### src/rtl/pfa_pkg.sv
package pfa_pkg;

  localparam int MAX_PARTITIONS_DEF = 16;
  localparam int SIZE_BITS_DEF      = 16;

  localparam int PIDX_W   = 4;
  localparam int ISIZE_W  = 16;
  localparam int POLICY_W = 2;
  localparam int NPART_W  = 5;
  localparam int CFG_W    = 5;
  localparam int CFG_IDX_W = 1;

  localparam logic [CFG_IDX_W-1:0] CFG_FIT_POLICY     = 1'd0;
  localparam logic [CFG_IDX_W-1:0] CFG_NUM_PARTITIONS = 1'd1;

  localparam logic [POLICY_W-1:0] FIT_FIRST = 2'd0;
  localparam logic [POLICY_W-1:0] FIT_BEST  = 2'd1;
  localparam logic [POLICY_W-1:0] FIT_WORST = 2'd2;

  localparam logic [NPART_W-1:0] NUM_PARTITIONS_RST = 5'd16;

  localparam logic KIND_LOAD    = 1'b0;
  localparam logic KIND_REQUEST = 1'b1;

  typedef enum logic [1:0] {
    ST_IDLE,
    ST_SCAN,
    ST_COMMIT
  } pfa_state_t;

  typedef struct packed {
    logic load;
    logic commit;
    logic clear;
    logic worst;
  } pfa_cmd_t;

endpackage

### src/rtl/pfa_req_if.sv
interface pfa_req_if;
  logic                         valid;
  logic                         ready;
  logic                         kind;
  logic [pfa_pkg::PIDX_W-1:0]   partition_index;
  logic [pfa_pkg::ISIZE_W-1:0]  item_size;
  logic                         last_of_round;

  modport source (
    output valid, kind, partition_index, item_size, last_of_round,
    input  ready
  );
  modport sink (
    input  valid, kind, partition_index, item_size, last_of_round,
    output ready
  );
endinterface

### src/rtl/pfa_res_if.sv
interface pfa_res_if;
  logic                        valid;
  logic                        ready;
  logic                        granted;
  logic [pfa_pkg::PIDX_W-1:0]  chosen_partition;

  modport source (
    output valid, granted, chosen_partition,
    input  ready
  );
  modport sink (
    input  valid, granted, chosen_partition,
    output ready
  );
endinterface

### src/rtl/pfa_cell.sv
module pfa_cell #(
  parameter int INDEX     = 0,
  parameter int IDX_W     = 4,
  parameter int SIZE_BITS = 16
) (
  input  logic                          clk,
  input  logic                          rst,
  input  pfa_pkg::pfa_cmd_t             cmd,
  input  logic [pfa_pkg::PIDX_W-1:0]    ld_index,
  input  logic [SIZE_BITS-1:0]          ld_size,
  input  logic [SIZE_BITS-1:0]          want,
  input  logic [pfa_pkg::POLICY_W-1:0]  policy,
  input  logic [pfa_pkg::NPART_W-1:0]   num_partitions,
  input  logic [IDX_W-1:0]              commit_idx,
  input  logic                          tin_found,
  input  logic [IDX_W-1:0]              tin_idx,
  input  logic [SIZE_BITS-1:0]          tin_size,
  output logic                          tout_found,
  output logic [IDX_W-1:0]              tout_idx,
  output logic [SIZE_BITS-1:0]          tout_size
);
  import pfa_pkg::*;

  logic [SIZE_BITS-1:0] size;
  logic                 busy;
  logic                 eligible;
  logic                 better;
  logic                 take;
  logic                 ld_hit;
  logic                 commit_hit;

  assign ld_hit     = cmd.load && (int'(ld_index) == INDEX);
  assign commit_hit = cmd.commit && (int'(commit_idx) == INDEX);
  assign eligible   = (int'(num_partitions) > INDEX) && !busy && (size >= want);
  assign better     = !tin_found ||
                      ((policy == FIT_BEST) && (size < tin_size)) ||
                      ((policy == FIT_WORST) && (size > tin_size));
  assign take       = eligible && better;

  always_ff @(posedge clk) begin
    if (take) begin
      tout_found <= 1'b1;
      tout_idx   <= IDX_W'(INDEX);
      tout_size  <= size;
    end else begin
      tout_found <= tin_found;
      tout_idx   <= tin_idx;
      tout_size  <= tin_size;
    end
  end

  always_ff @(posedge clk) begin
    if (ld_hit) begin
      size <= ld_size;
    end else if (commit_hit && cmd.worst) begin
      size <= size - want;
    end
  end

  always_ff @(posedge clk) begin
    if (rst) begin
      busy <= 1'b0;
    end else if (cmd.clear || ld_hit) begin
      busy <= 1'b0;
    end else if (commit_hit) begin
      busy <= 1'b1;
    end
  end

endmodule

### src/rtl/partition_fit_allocator.sv
// Partition fit allocator. Each partition lives in one cell of a chain holding its size
// and busy mark. A load request (kind 0) writes a size and frees that partition in the
// cycle it is accepted and gives no result. An allocation request (kind 1) sends a
// candidate down the chain, one cell per cycle, through ST_SCAN until it has passed
// every cell, then ST_COMMIT commits the choice (mark busy, shrink under worst fit,
// clear all busy marks when last_of_round is set), waiting while an unread result is
// held. One request is in flight at a time; the result waits in an output register
// and a new request is taken while it waits. Write fit_policy and num_partitions only
// while idle. Sizes of partitions never loaded are undefined.
module partition_fit_allocator #(
  parameter int MAX_PARTITIONS = pfa_pkg::MAX_PARTITIONS_DEF,
  parameter int SIZE_BITS      = pfa_pkg::SIZE_BITS_DEF
) (
  input  logic                           clk,
  input  logic                           rst,
  input  logic                           cfg_we,
  input  logic [pfa_pkg::CFG_IDX_W-1:0]  cfg_index,
  input  logic [pfa_pkg::CFG_W-1:0]      cfg_wdata,
  pfa_req_if.sink                        req,
  pfa_res_if.source                      res
);
  import pfa_pkg::*;

  localparam int IDX_W = $clog2(MAX_PARTITIONS);

  pfa_state_t state, state_next;

  logic [POLICY_W-1:0]  fit_policy;
  logic [NPART_W-1:0]   num_partitions;
  logic [SIZE_BITS-1:0] want;
  logic                 last;
  logic [IDX_W-1:0]     scan_cnt, scan_cnt_next;
  logic                 out_valid;
  logic                 out_granted;
  logic [PIDX_W-1:0]    out_chosen;

  logic                 accept;
  logic                 advance;
  pfa_cmd_t             cmd;
  logic [SIZE_BITS-1:0] in_size;

  logic                 tok_found [MAX_PARTITIONS+1];
  logic [IDX_W-1:0]     tok_idx   [MAX_PARTITIONS+1];
  logic [SIZE_BITS-1:0] tok_size  [MAX_PARTITIONS+1];

  assign in_size = SIZE_BITS'(req.item_size);
  assign accept  = req.valid && req.ready;
  assign advance = !out_valid || res.ready;

  assign tok_found[0] = 1'b0;
  assign tok_idx[0]   = '0;
  assign tok_size[0]  = '0;

  genvar gi;
  generate
    for (gi = 0; gi < MAX_PARTITIONS; gi++) begin : g_cell
      pfa_cell #(
        .INDEX     (gi),
        .IDX_W     (IDX_W),
        .SIZE_BITS (SIZE_BITS)
      ) u_cell (
        .clk            (clk),
        .rst            (rst),
        .cmd            (cmd),
        .ld_index       (req.partition_index),
        .ld_size        (in_size),
        .want           (want),
        .policy         (fit_policy),
        .num_partitions (num_partitions),
        .commit_idx     (tok_idx[MAX_PARTITIONS]),
        .tin_found      (tok_found[gi]),
        .tin_idx        (tok_idx[gi]),
        .tin_size       (tok_size[gi]),
        .tout_found     (tok_found[gi+1]),
        .tout_idx       (tok_idx[gi+1]),
        .tout_size      (tok_size[gi+1])
      );
    end
  endgenerate

  always_ff @(posedge clk) begin
    if (rst) begin
      fit_policy     <= FIT_FIRST;
      num_partitions <= NUM_PARTITIONS_RST;
    end else if (cfg_we) begin
      case (cfg_index)
        CFG_FIT_POLICY:     fit_policy     <= cfg_wdata[POLICY_W-1:0];
        CFG_NUM_PARTITIONS: num_partitions <= cfg_wdata[NPART_W-1:0];
        default: begin
        end
      endcase
    end
  end

  always_ff @(posedge clk) begin
    if (rst) begin
      state    <= ST_IDLE;
      scan_cnt <= '0;
    end else begin
      state    <= state_next;
      scan_cnt <= scan_cnt_next;
    end
  end

  always_ff @(posedge clk) begin
    if (accept && (req.kind == KIND_REQUEST)) begin
      want <= in_size;
      last <= req.last_of_round;
    end
  end

  always_comb begin
    state_next    = state;
    scan_cnt_next = scan_cnt;
    req.ready     = 1'b0;
    cmd           = '0;
    cmd.worst     = (fit_policy == FIT_WORST);
    case (state)
      ST_IDLE: begin
        req.ready = 1'b1;
        if (req.valid) begin
          if (req.kind == KIND_LOAD) begin
            cmd.load = 1'b1;
          end else begin
            state_next    = ST_SCAN;
            scan_cnt_next = '0;
          end
        end
      end
      ST_SCAN: begin
        scan_cnt_next = scan_cnt + 1'b1;
        if (scan_cnt == IDX_W'(MAX_PARTITIONS - 1)) begin
          state_next = ST_COMMIT;
        end
      end
      ST_COMMIT: begin
        if (advance) begin
          cmd.commit = tok_found[MAX_PARTITIONS];
          cmd.clear  = last;
          state_next = ST_IDLE;
        end
      end
      default: begin
        state_next = ST_IDLE;
      end
    endcase
  end

  always_ff @(posedge clk) begin
    if (rst) begin
      out_valid <= 1'b0;
    end else if ((state == ST_COMMIT) && advance) begin
      out_valid <= 1'b1;
    end else if (res.ready) begin
      out_valid <= 1'b0;
    end
  end

  always_ff @(posedge clk) begin
    if ((state == ST_COMMIT) && advance) begin
      out_granted <= tok_found[MAX_PARTITIONS];
      out_chosen  <= tok_found[MAX_PARTITIONS] ? PIDX_W'(tok_idx[MAX_PARTITIONS]) : '0;
    end
  end

  assign res.valid            = out_valid;
  assign res.granted          = out_granted;
  assign res.chosen_partition = out_chosen;

  a_rise_from_commit: assert property (@(posedge clk) disable iff (rst)
    $rose(out_valid) |-> $past(state == ST_COMMIT))
    else $error("result appeared without a commit");

  a_refused_zero: assert property (@(posedge clk) disable iff (rst)
    (out_valid && !out_granted) |-> (out_chosen == '0))
    else $error("refused result carries a partition index");

  a_scan_exit: assert property (@(posedge clk) disable iff (rst)
    (state == ST_SCAN) |=> ((state == ST_SCAN) || (state == ST_COMMIT)))
    else $error("scan left without commit");

  a_commit_full_scan: assert property (@(posedge clk) disable iff (rst)
    ((state == ST_COMMIT) && ($past(state) == ST_SCAN)) |->
      ($past(scan_cnt) == IDX_W'(MAX_PARTITIONS - 1)))
    else $error("commit before the scan covered every cell");

endmodule
### src/flat_wrapper.sv
// flat-port wrapper written by rule: the top's interface ports become plain ports
module partition_fit_allocator_flat import pfa_pkg::*;
#(
  parameter int MAX_PARTITIONS = pfa_pkg::MAX_PARTITIONS_DEF,
  parameter int SIZE_BITS      = pfa_pkg::SIZE_BITS_DEF
)
  (clk, rst, cfg_we, cfg_index, cfg_wdata, req_valid, req_kind, req_partition_index, req_item_size, req_last_of_round, req_ready, res_valid, res_granted, res_chosen_partition, res_ready);
  pfa_req_if req_i ();
  pfa_res_if res_i ();
  input  logic clk;
  input  logic rst;
  input  logic cfg_we;
  input  logic [pfa_pkg::CFG_IDX_W-1:0] cfg_index;
  input  logic [pfa_pkg::CFG_W-1:0] cfg_wdata;
  input wire logic [$bits(req_i.valid)-1:0] req_valid;
  input wire logic [$bits(req_i.kind)-1:0] req_kind;
  input wire logic [$bits(req_i.partition_index)-1:0] req_partition_index;
  input wire logic [$bits(req_i.item_size)-1:0] req_item_size;
  input wire logic [$bits(req_i.last_of_round)-1:0] req_last_of_round;
  output wire logic [$bits(req_i.ready)-1:0] req_ready;
  output wire logic [$bits(res_i.valid)-1:0] res_valid;
  output wire logic [$bits(res_i.granted)-1:0] res_granted;
  output wire logic [$bits(res_i.chosen_partition)-1:0] res_chosen_partition;
  input wire logic [$bits(res_i.ready)-1:0] res_ready;
  assign req_i.valid = req_valid;
  assign req_i.kind = req_kind;
  assign req_i.partition_index = req_partition_index;
  assign req_i.item_size = req_item_size;
  assign req_i.last_of_round = req_last_of_round;
  assign req_ready = req_i.ready;
  assign res_valid = res_i.valid;
  assign res_granted = res_i.granted;
  assign res_chosen_partition = res_i.chosen_partition;
  assign res_i.ready = res_ready;
  partition_fit_allocator #(.MAX_PARTITIONS(MAX_PARTITIONS), .SIZE_BITS(SIZE_BITS)) u_core (.clk(clk), .rst(rst), .cfg_we(cfg_we), .cfg_index(cfg_index), .cfg_wdata(cfg_wdata), .req(req_i), .res(res_i));
endmodule
### config.mk
export PLATFORM = sky130hd
export DESIGN_NAME = partition_fit_allocator_flat
export DESIGN_NICKNAME = d
export VERILOG_FILES = /design/src/rtl/pfa_pkg.sv /design/src/rtl/pfa_req_if.sv /design/src/rtl/pfa_res_if.sv /design/src/rtl/pfa_cell.sv /design/src/rtl/partition_fit_allocator.sv /design/src/flat_wrapper.sv
export SDC_FILE = /design/constraint.sdc
export NUM_CORES = 2
export LEC_CHECK = 0
export ABC_AREA = 1
export BUFFER_PORTS_ARGS = -buffer_cell sky130_fd_sc_hd__buf_2
export CELL_PAD_IN_SITES_DETAIL_PLACEMENT = 0
export CELL_PAD_IN_SITES_GLOBAL_PLACEMENT = 1
export CORE_MARGIN = 1
export CORE_UTILIZATION = 35
export DETAILED_ROUTE_END_ITERATION = 8
export GPL_TIMING_DRIVEN = 0
export PLACE_DENSITY = 0.75
export SETUP_SLACK_MARGIN = 0.3
export SLEW_MARGIN = 25
export SYNTH_ARGS = -nofsm -noshare
export SYNTH_HDL_FRONTEND = slang
export SYNTH_SLANG_ARGS = --single-unit
### constraint.sdc
create_clock -name clk -period 2.7 [get_ports clk]
set_clock_uncertainty 0.05 [all_clocks]
set_input_delay 0.54 -clock clk [delete_from_list [all_inputs] [get_ports clk]]
set_output_delay 0.54 -clock clk [all_outputs]
set_load 0.02 [all_outputs]
# Word-level counts from Yosys, hierarchy flattened
# Cells that the tools add are included.
# word_totals
reg_bits	624
word_cells	518
inputBits	33
output_inout_bits	7
# op_classes
order_cmp	62
reduce_logical	248
bitwise	1
n_addsub	17
n_mux	64
n_eq_ne	39
# op_table
cell	n
16-bit 2-to-1 mux	46
16-bit greater-or-equal comparator	16
16-bit subtractor	16
16-bit greater-than comparator	15
16-bit less-than comparator	15
1-bit logical AND	128
4-bit == test (second input constant)	17
1-bit logical OR	47
5-bit by 4-bit greater-than comparator with 1-bit output (second input constant)	8
2-bit nonzero test	18
4-bit by 3-bit == test with 1-bit output (second input constant)	8
1-bit logical NOT	32
2-bit OR reduction	16
5-bit by 3-bit greater-than comparator with 1-bit output (second input constant)	4
4-bit by 2-bit == test with 1-bit output (second input constant)	4
2-bit 2-to-1 mux	6
5-bit by 1-bit greater-than comparator with 1-bit output (second input constant)	2
5-bit by 2-bit greater-than comparator with 1-bit output (second input constant)	2
4-bit by 1-bit == test with 1-bit output (second input constant)	2
4-bit logical NOT	2
1-bit 2-to-1 mux	8
4-bit 2-to-1 mux	2
4-bit case mux with 2 select lines	1
2-bit case mux with 3 select lines	1
other kinds (10)	15

# Depth between registers and ports, before layout
# depth
depth_word	8
mapped_depth	17

# Modules after synthesis
# From an unflattened synthesis, not the netlist that was laid out.
# hier_totals
hier_cells	6385
hier_area_um2	46883.7
# modules_own_cells
mod	area_each_um2	n_inst	seq_area_each_um2	cells_per_inst
pfa_cell at u_core.g_cell[15].u_cell	2989.1	1	920.9	400
pfa_cell at u_core.g_cell[1].u_cell	2969.1	1	920.9	399
pfa_cell at u_core.g_cell[11].u_cell	2924.1	1	920.9	400
pfa_cell at u_core.g_cell[9].u_cell	2911.5	1	920.9	386
pfa_cell at u_core.g_cell[5].u_cell	2906.5	1	920.9	396
pfa_cell at u_core.g_cell[13].u_cell	2865.2	1	920.9	402
pfa_cell at u_core.g_cell[14].u_cell	2852.7	1	920.9	395
pfa_cell at u_core.g_cell[2].u_cell	2827.7	1	920.9	394
pfa_cell at u_core.g_cell[0].u_cell	2821.5	1	920.9	386
pfa_cell at u_core.g_cell[4].u_cell	2800.2	1	920.9	390
pfa_cell at u_core.g_cell[10].u_cell	2795.2	1	920.9	392
pfa_cell at u_core.g_cell[7].u_cell	2783.9	1	920.9	382
pfa_cell at u_core.g_cell[12].u_cell	2780.2	1	920.9	388
pfa_cell at u_core.g_cell[6].u_cell	2777.7	1	920.9	385
3 more rows	n/a	n/a	n/a	n/a

# Worst setup path before layout
# Ideal clock, no wire load.
# synth_path
kind	register -> register
start	reg u_core.want[1]
end	reg u_core.g_cell[9].u_cell.size[9], data pin
path_buffers	0
required_ps	2397
path_stages_with_launch	10
arrival_time_ps	2563
setup_slack_ps	-165
setup_time_ps	253
cell_sequence	edfxtp_1 > inv_1 > ha_1 > nand2_1 > o21ai_0 > a21oi_1 > o21ai_0 > xor2_1 > nand2_1 > nand2_1
# synth_between
elab_chain_cells	3
# synth_lines
item	line_no	source
from (decl)	partition_fit_allocator.sv:30	logic [SIZE_BITS-1:0] want;
from (signal assigned)	partition_fit_allocator.sv:107	want <= in_size;
16-bit subtractor	pfa_cell.sv:56	size <= size - want;
16-bit 2-to-1 mux	pfa_cell.sv:55	end else if (commit_hit && cmd.worst) begin
16-bit 2-to-1 mux	pfa_cell.sv:53	if (ld_hit) begin
to (signal assigned)	pfa_cell.sv:54	size <= ld_size;
to (signal assigned)	pfa_cell.sv:56	
to (decl)	pfa_cell.sv:24	logic [SIZE_BITS-1:0] size;
# Every way passes these cells. The select of a mux whose other input is x is not followed.
# A chain may end at the register's enable or synchronous reset.

# Worst setup path in the final report
# layout_path
start	reg u_core.want[0]
end	reg u_core.g_cell[10].u_cell.tout_size[4]
# layout_between
elab_chain_cells	4
# layout_lines
item	line_no	source
16-bit greater-or-equal comparator	pfa_cell.sv:34	assign eligible = (int'(num_partitions) > INDEX) && !busy && (size >= want);
1-bit logical AND	pfa_cell.sv:34	
1-bit logical AND	pfa_cell.sv:38	assign take = eligible && better;
16-bit 2-to-1 mux	pfa_cell.sv:41	if (take) begin
to (signal assigned)	pfa_cell.sv:44	tout_size <= size;
to (signal assigned)	pfa_cell.sv:48	tout_size <= tin_size;
to (decl)	pfa_cell.sv:20	output logic [SIZE_BITS-1:0] tout_size
# Every way passes these cells.

==> summary.md <==
| Metric | Value |
|---|---|
| Die X-Extent | `351.5 um` |
| Detail Placement HPWL | `120.7 mm` |
| Synth Flop Type | `dfxtp_1` |
| CTS H-Tree Depth | `3` |
| Worst Hold Path Cells | `1` |
| Ports | `40` |
| Commonest non-fill, non-tap cell in the layout | `nand2_1` |
| Largest net degree at the start of global routing | `17` |
| Peak fanout along the critical path | `6` |
| Leak pwr | `25.23 nW` |
| Initial antenna violation count | `12` |
| Minimum clock period | `2.719 ns` |
| Vias after detailed routing | `40,500` |
| Worst EP required | `3.20 ns` |
| Final Slew Violations | `0` |
| Post-synth EDFFs | `278` |
| Area Growth Syn to Fin | `26.80%` |
| Fraction of layout cells with a size suffix above 1 | `19.86%` |
| Hold_sp | `req_item_size[2]` |
| Routed Antenna Nets | `0` |
| DIE AREA | `123,600 um2` |
| Initial Util | `35.50%` |
| Placed Cells | `7,500` |
| Worst Path Class, Setup | `reg -> reg` |
| Netlist cell types | `43` |
| CP top delay family | `simple AND/OR/NAND/NOR gates` |
| Post-Route WL | `161.9 mm` |
| Layout Nets | `6,746` |
| Sw power | `12.29 mW` |
| DRT iter0 DRCs | `3,364` |
| Yosys warnings | `0` |
| Relative slew margins | `25.56%` |
| Register area share after synthesis | `35.21%` |
| Max cap viols | `0` |
| Critical Path Most Common Cell | `nand2_2` |
| Failing checks | `setup timing` |
| Fraction of registers with async set/reset | `0%` |
| Worst EP arrival | `3.22 ns` |
| Clock Power Share | `31.6%` |
| Seq cells post-synth | `613` |
| Crit. path cell count | `14` |
| Post-synthesis area per instance | `7.354 um2` |
| Combinational Power Share | `30.7%` |
| CTS Buf Count | `78` |
| CTS sink count | `613` |
| Avg WL per Cell | `20.56 um` |
| Worst r2r dst | `u_core.g_cell[10].u_cell.tout_size[4]` |
| Vias in the first global route | `37,540` |
| Root Buffer | `clkbuf_16` |
| ANT cells | `0` |
| Cell Area, Synth | `42,760 um2` |
| Setup TNS | `-0.05177 ns` |
| Clock Pin Slew Worst Setup and Hold Paths | `0.06 ns` |
| Seq pwr share | `37.8%` |
| Grt total ovfl | `0` |
| Worst Hold End | `u_core.want[2]` |
| Non-filler instance count after layout | `7,877` |
| Net Sw Frac | `35.75%` |
| RR Startpoint | `u_core.want[0]` |
| Setup-failing EPs final | `4` |
| Fmax achieved | `0.3678 GHz` |
| Critical path cell sequence | `buf_6, ha_4, fa_2, nor2_4, nor2_4, inv_2, nand2_2, nand3_2, nand2_2, a21oi_4, nand2_4, buf_6, nand2_1, nand2_2` |
| Status | `finished with violations` |
| IO buf count | `39` |
| Setup slack after layout | `-0.01868 ns` |
| Max rail drop VDD | `0.5062 mV` |
| CTS tree | `done` |
| Critical Path Sink Type | `flop` |
| RD Place Congestion | `0.9369` |
| Core area | `120,400 um2` |
| Deepest clock path buffer count | `3` |
| Clock Latency Late Sink | `0.67 ns` |
| GRT Resource Usage Total | `25.37%` |
| First-pass GRT wire length | `233.7 mm` |
| Mapped Cells | `5,814` |
| DRC | `0` |
| Via density | `5.141` |
| Most frequent cells in the layout | `nand2_1 (1,383), inv_1 (734), ha_1 (460), nor2_1 (411), nand3_1 (404)` |
| Unrepaired setup endpoints after global routing | `yes` |
| Max incr delay on CP | `0.54 ns` |
| Worst Tran Pin Value | `1.117 ns` |
| Site Rows | `127` |
| TritonRoute pass-1 iters | `6` |
| Endpoints failing hold | `0` |
| HP Class | `in -> reg` |
| Startpoint types | `flop` |
| Slowest CP cell | `edfxtp_1` |
| Chip Height | `351.5 um` |
| Net Count, Synth | `6,360` |
| Internal Power | `22.09 mW` |
| Final period utilization | `100.7%` |
| Worst Reg-to-Reg Cells | `14` |
| Pwr/cell area | `634.2 nW/um2` |
| CP Buf/Inv Count | `3` |
| R2R setup slack | `-0.02 ns` |
stage by stage:
| step | setup WS (ns) | power, mW | instance area (um2) | hold slack (ns) | util (%) |
|---|---|---|---|---|---|
| floorplan | -0.1655 | 18.35 | 42760 | 0.3367 | - |
| global placement | -2.921 | 21.21 | 44970 | 0.3457 | 37.33 |
| detailed placement | -1.054 | 21.48 | 45820 | 0.3479 | 38.04 |
| CTS | 0.1142 | 33.02 | 51160 | 0.0007065 | 42.48 |
| global route | -0.04780 | 36.22 | 54210 | 0.007424 | 45.01 |
| finish | -0.01868 | 34.38 | 54210 | 0.03117 | 45.01 |
synth_stat cells, types with 3 or more instances:
cell type  number  area, um2
nand2_1      1722       6464
inv_1         753       2826
ha_1          497       6218
nand3_1       485       2427
nor2_1        466       1749
dfxtp_1       335       6706
edfxtp_1      278       8348
o21ai_0       266       1331
a21oi_1       260       1301
xnor2_1        87      762.0
o21ai_1        77      385.4
xor2_1         57      499.2
buf_2          56      280.3
nor3_1         49      245.2
o21bai_1       49      367.9
nand4_1        42      262.8
a21o_1         40      300.3
inv_2          40      150.1
clkbuf_1       38      142.6
a21boi_0       36      270.3
a31oi_1        32      200.2
buf_4          19      142.6
nor2_2         17      106.4
fa_1           16      320.3
nand3b_1       14      105.1
o21a_1         14      105.1
buf_6          11      123.9
nand2_4        11      123.9
a21oi_4         9      146.4
nor2_4          9      101.4
nand3_2         6      60.06
nor3_2          4      40.04
a211oi_1        3      22.52
or2_2           3      18.77
power by group through the flow:
| stage | Sequential, mW | Combinational, mW | Clock, mW |
|---|---|---|---|
| finish | 13.0 | 10.5 | 10.9 |
| global route | 13.1 | 11.8 | 11.3 |
| CTS | 12.7 | 9.31 | 11.0 |
| detailed placement | 12.9 | 8.59 | 0 |
| global placement | 12.9 | 8.28 | 0 |
| floorplan | 12.3 | 6.08 | 0 |
layout make-up:
cell class / instances / area [um2]
plain buffers: 124 / 855.8
clock buffers: 122 / 2446
clock inverters: 23 / 225.2
fillers: 12000 / 66230
inverters: 793 / 3097
multi-input cells: 4290 / 27170
flip-flops and latches: 613 / 15050
well taps: 1612 / 2017
repair buffers: 300 / 3349
repair_timing:
item                                    CTS  global route
hold endpoints to repair                  4             0
endpoints found under the setup margin  759           694
pin swaps                                95           143
resized for setup                       381           619
buffers inserted                        131            70
gates cloned                             19             8
hold buffers                              4             0
cells by family after synthesis:
logic type               count (synthesis)  synth area share, %
AND/OR/NAND/NOR                       2832                27.43
flip-flops                             613                35.21
XOR/XNOR                               144                2.950
buffers and inverters                  917                8.574
AO/OA/AOI/OAI                          795                10.54
adder cells (fa/ha/maj)                513                15.29
worst max path at each step:
stage	startpoint	to	slack, ns
floorplan	u_core.want[1]	u_core.g_cell[9].u_cell.size[9]	-0.17
global placement	u_core.want[1]	u_core.g_cell[9].u_cell.size[9]	-2.92
global route	u_core.want[0]	u_core.g_cell[3].u_cell.tout_size[13]	-0.05
detailed placement	u_core.fit_policy[0]	u_core.g_cell[14].u_cell.size[2]	-1.05
CTS	u_core.want[0]	u_core.g_cell[3].u_cell.tout_size[12]	0.11
finish	u_core.want[0]	u_core.g_cell[10].u_cell.tout_size[4]	-0.02
sequential cells by signal, summed over array words and instances, names as in the netlist:
signal	flops
u_core.state	2
u_core.want	16
u_core.g_cell.u_cell.size	256
u_core.last	1
u_core.scan_cnt	4
u_core.g_cell.u_cell.tout_found	16
u_core.fit_policy	2
u_core.g_cell.u_cell.tout_size	240
u_core.g_cell.u_cell.tout_idx	49
u_core.res.valid	1
u_core.num_partitions	5
u_core.res.granted	1
u_core.res.chosen_partition	4
u_core.g_cell.u_cell.busy	16
routing by layer:
layer / wire length (um) / up-vias / track usage [%]
li1: - / 19830 / -
met1: 73270 / 19150 / 35.41
met2: 72820 / 1258 / 40.57
met3: 10410 / 254 / 3.370
met4: 5399 / 2 / 7.480
met5: 19 / - / 0
Power figures use the tool's default switching activity.
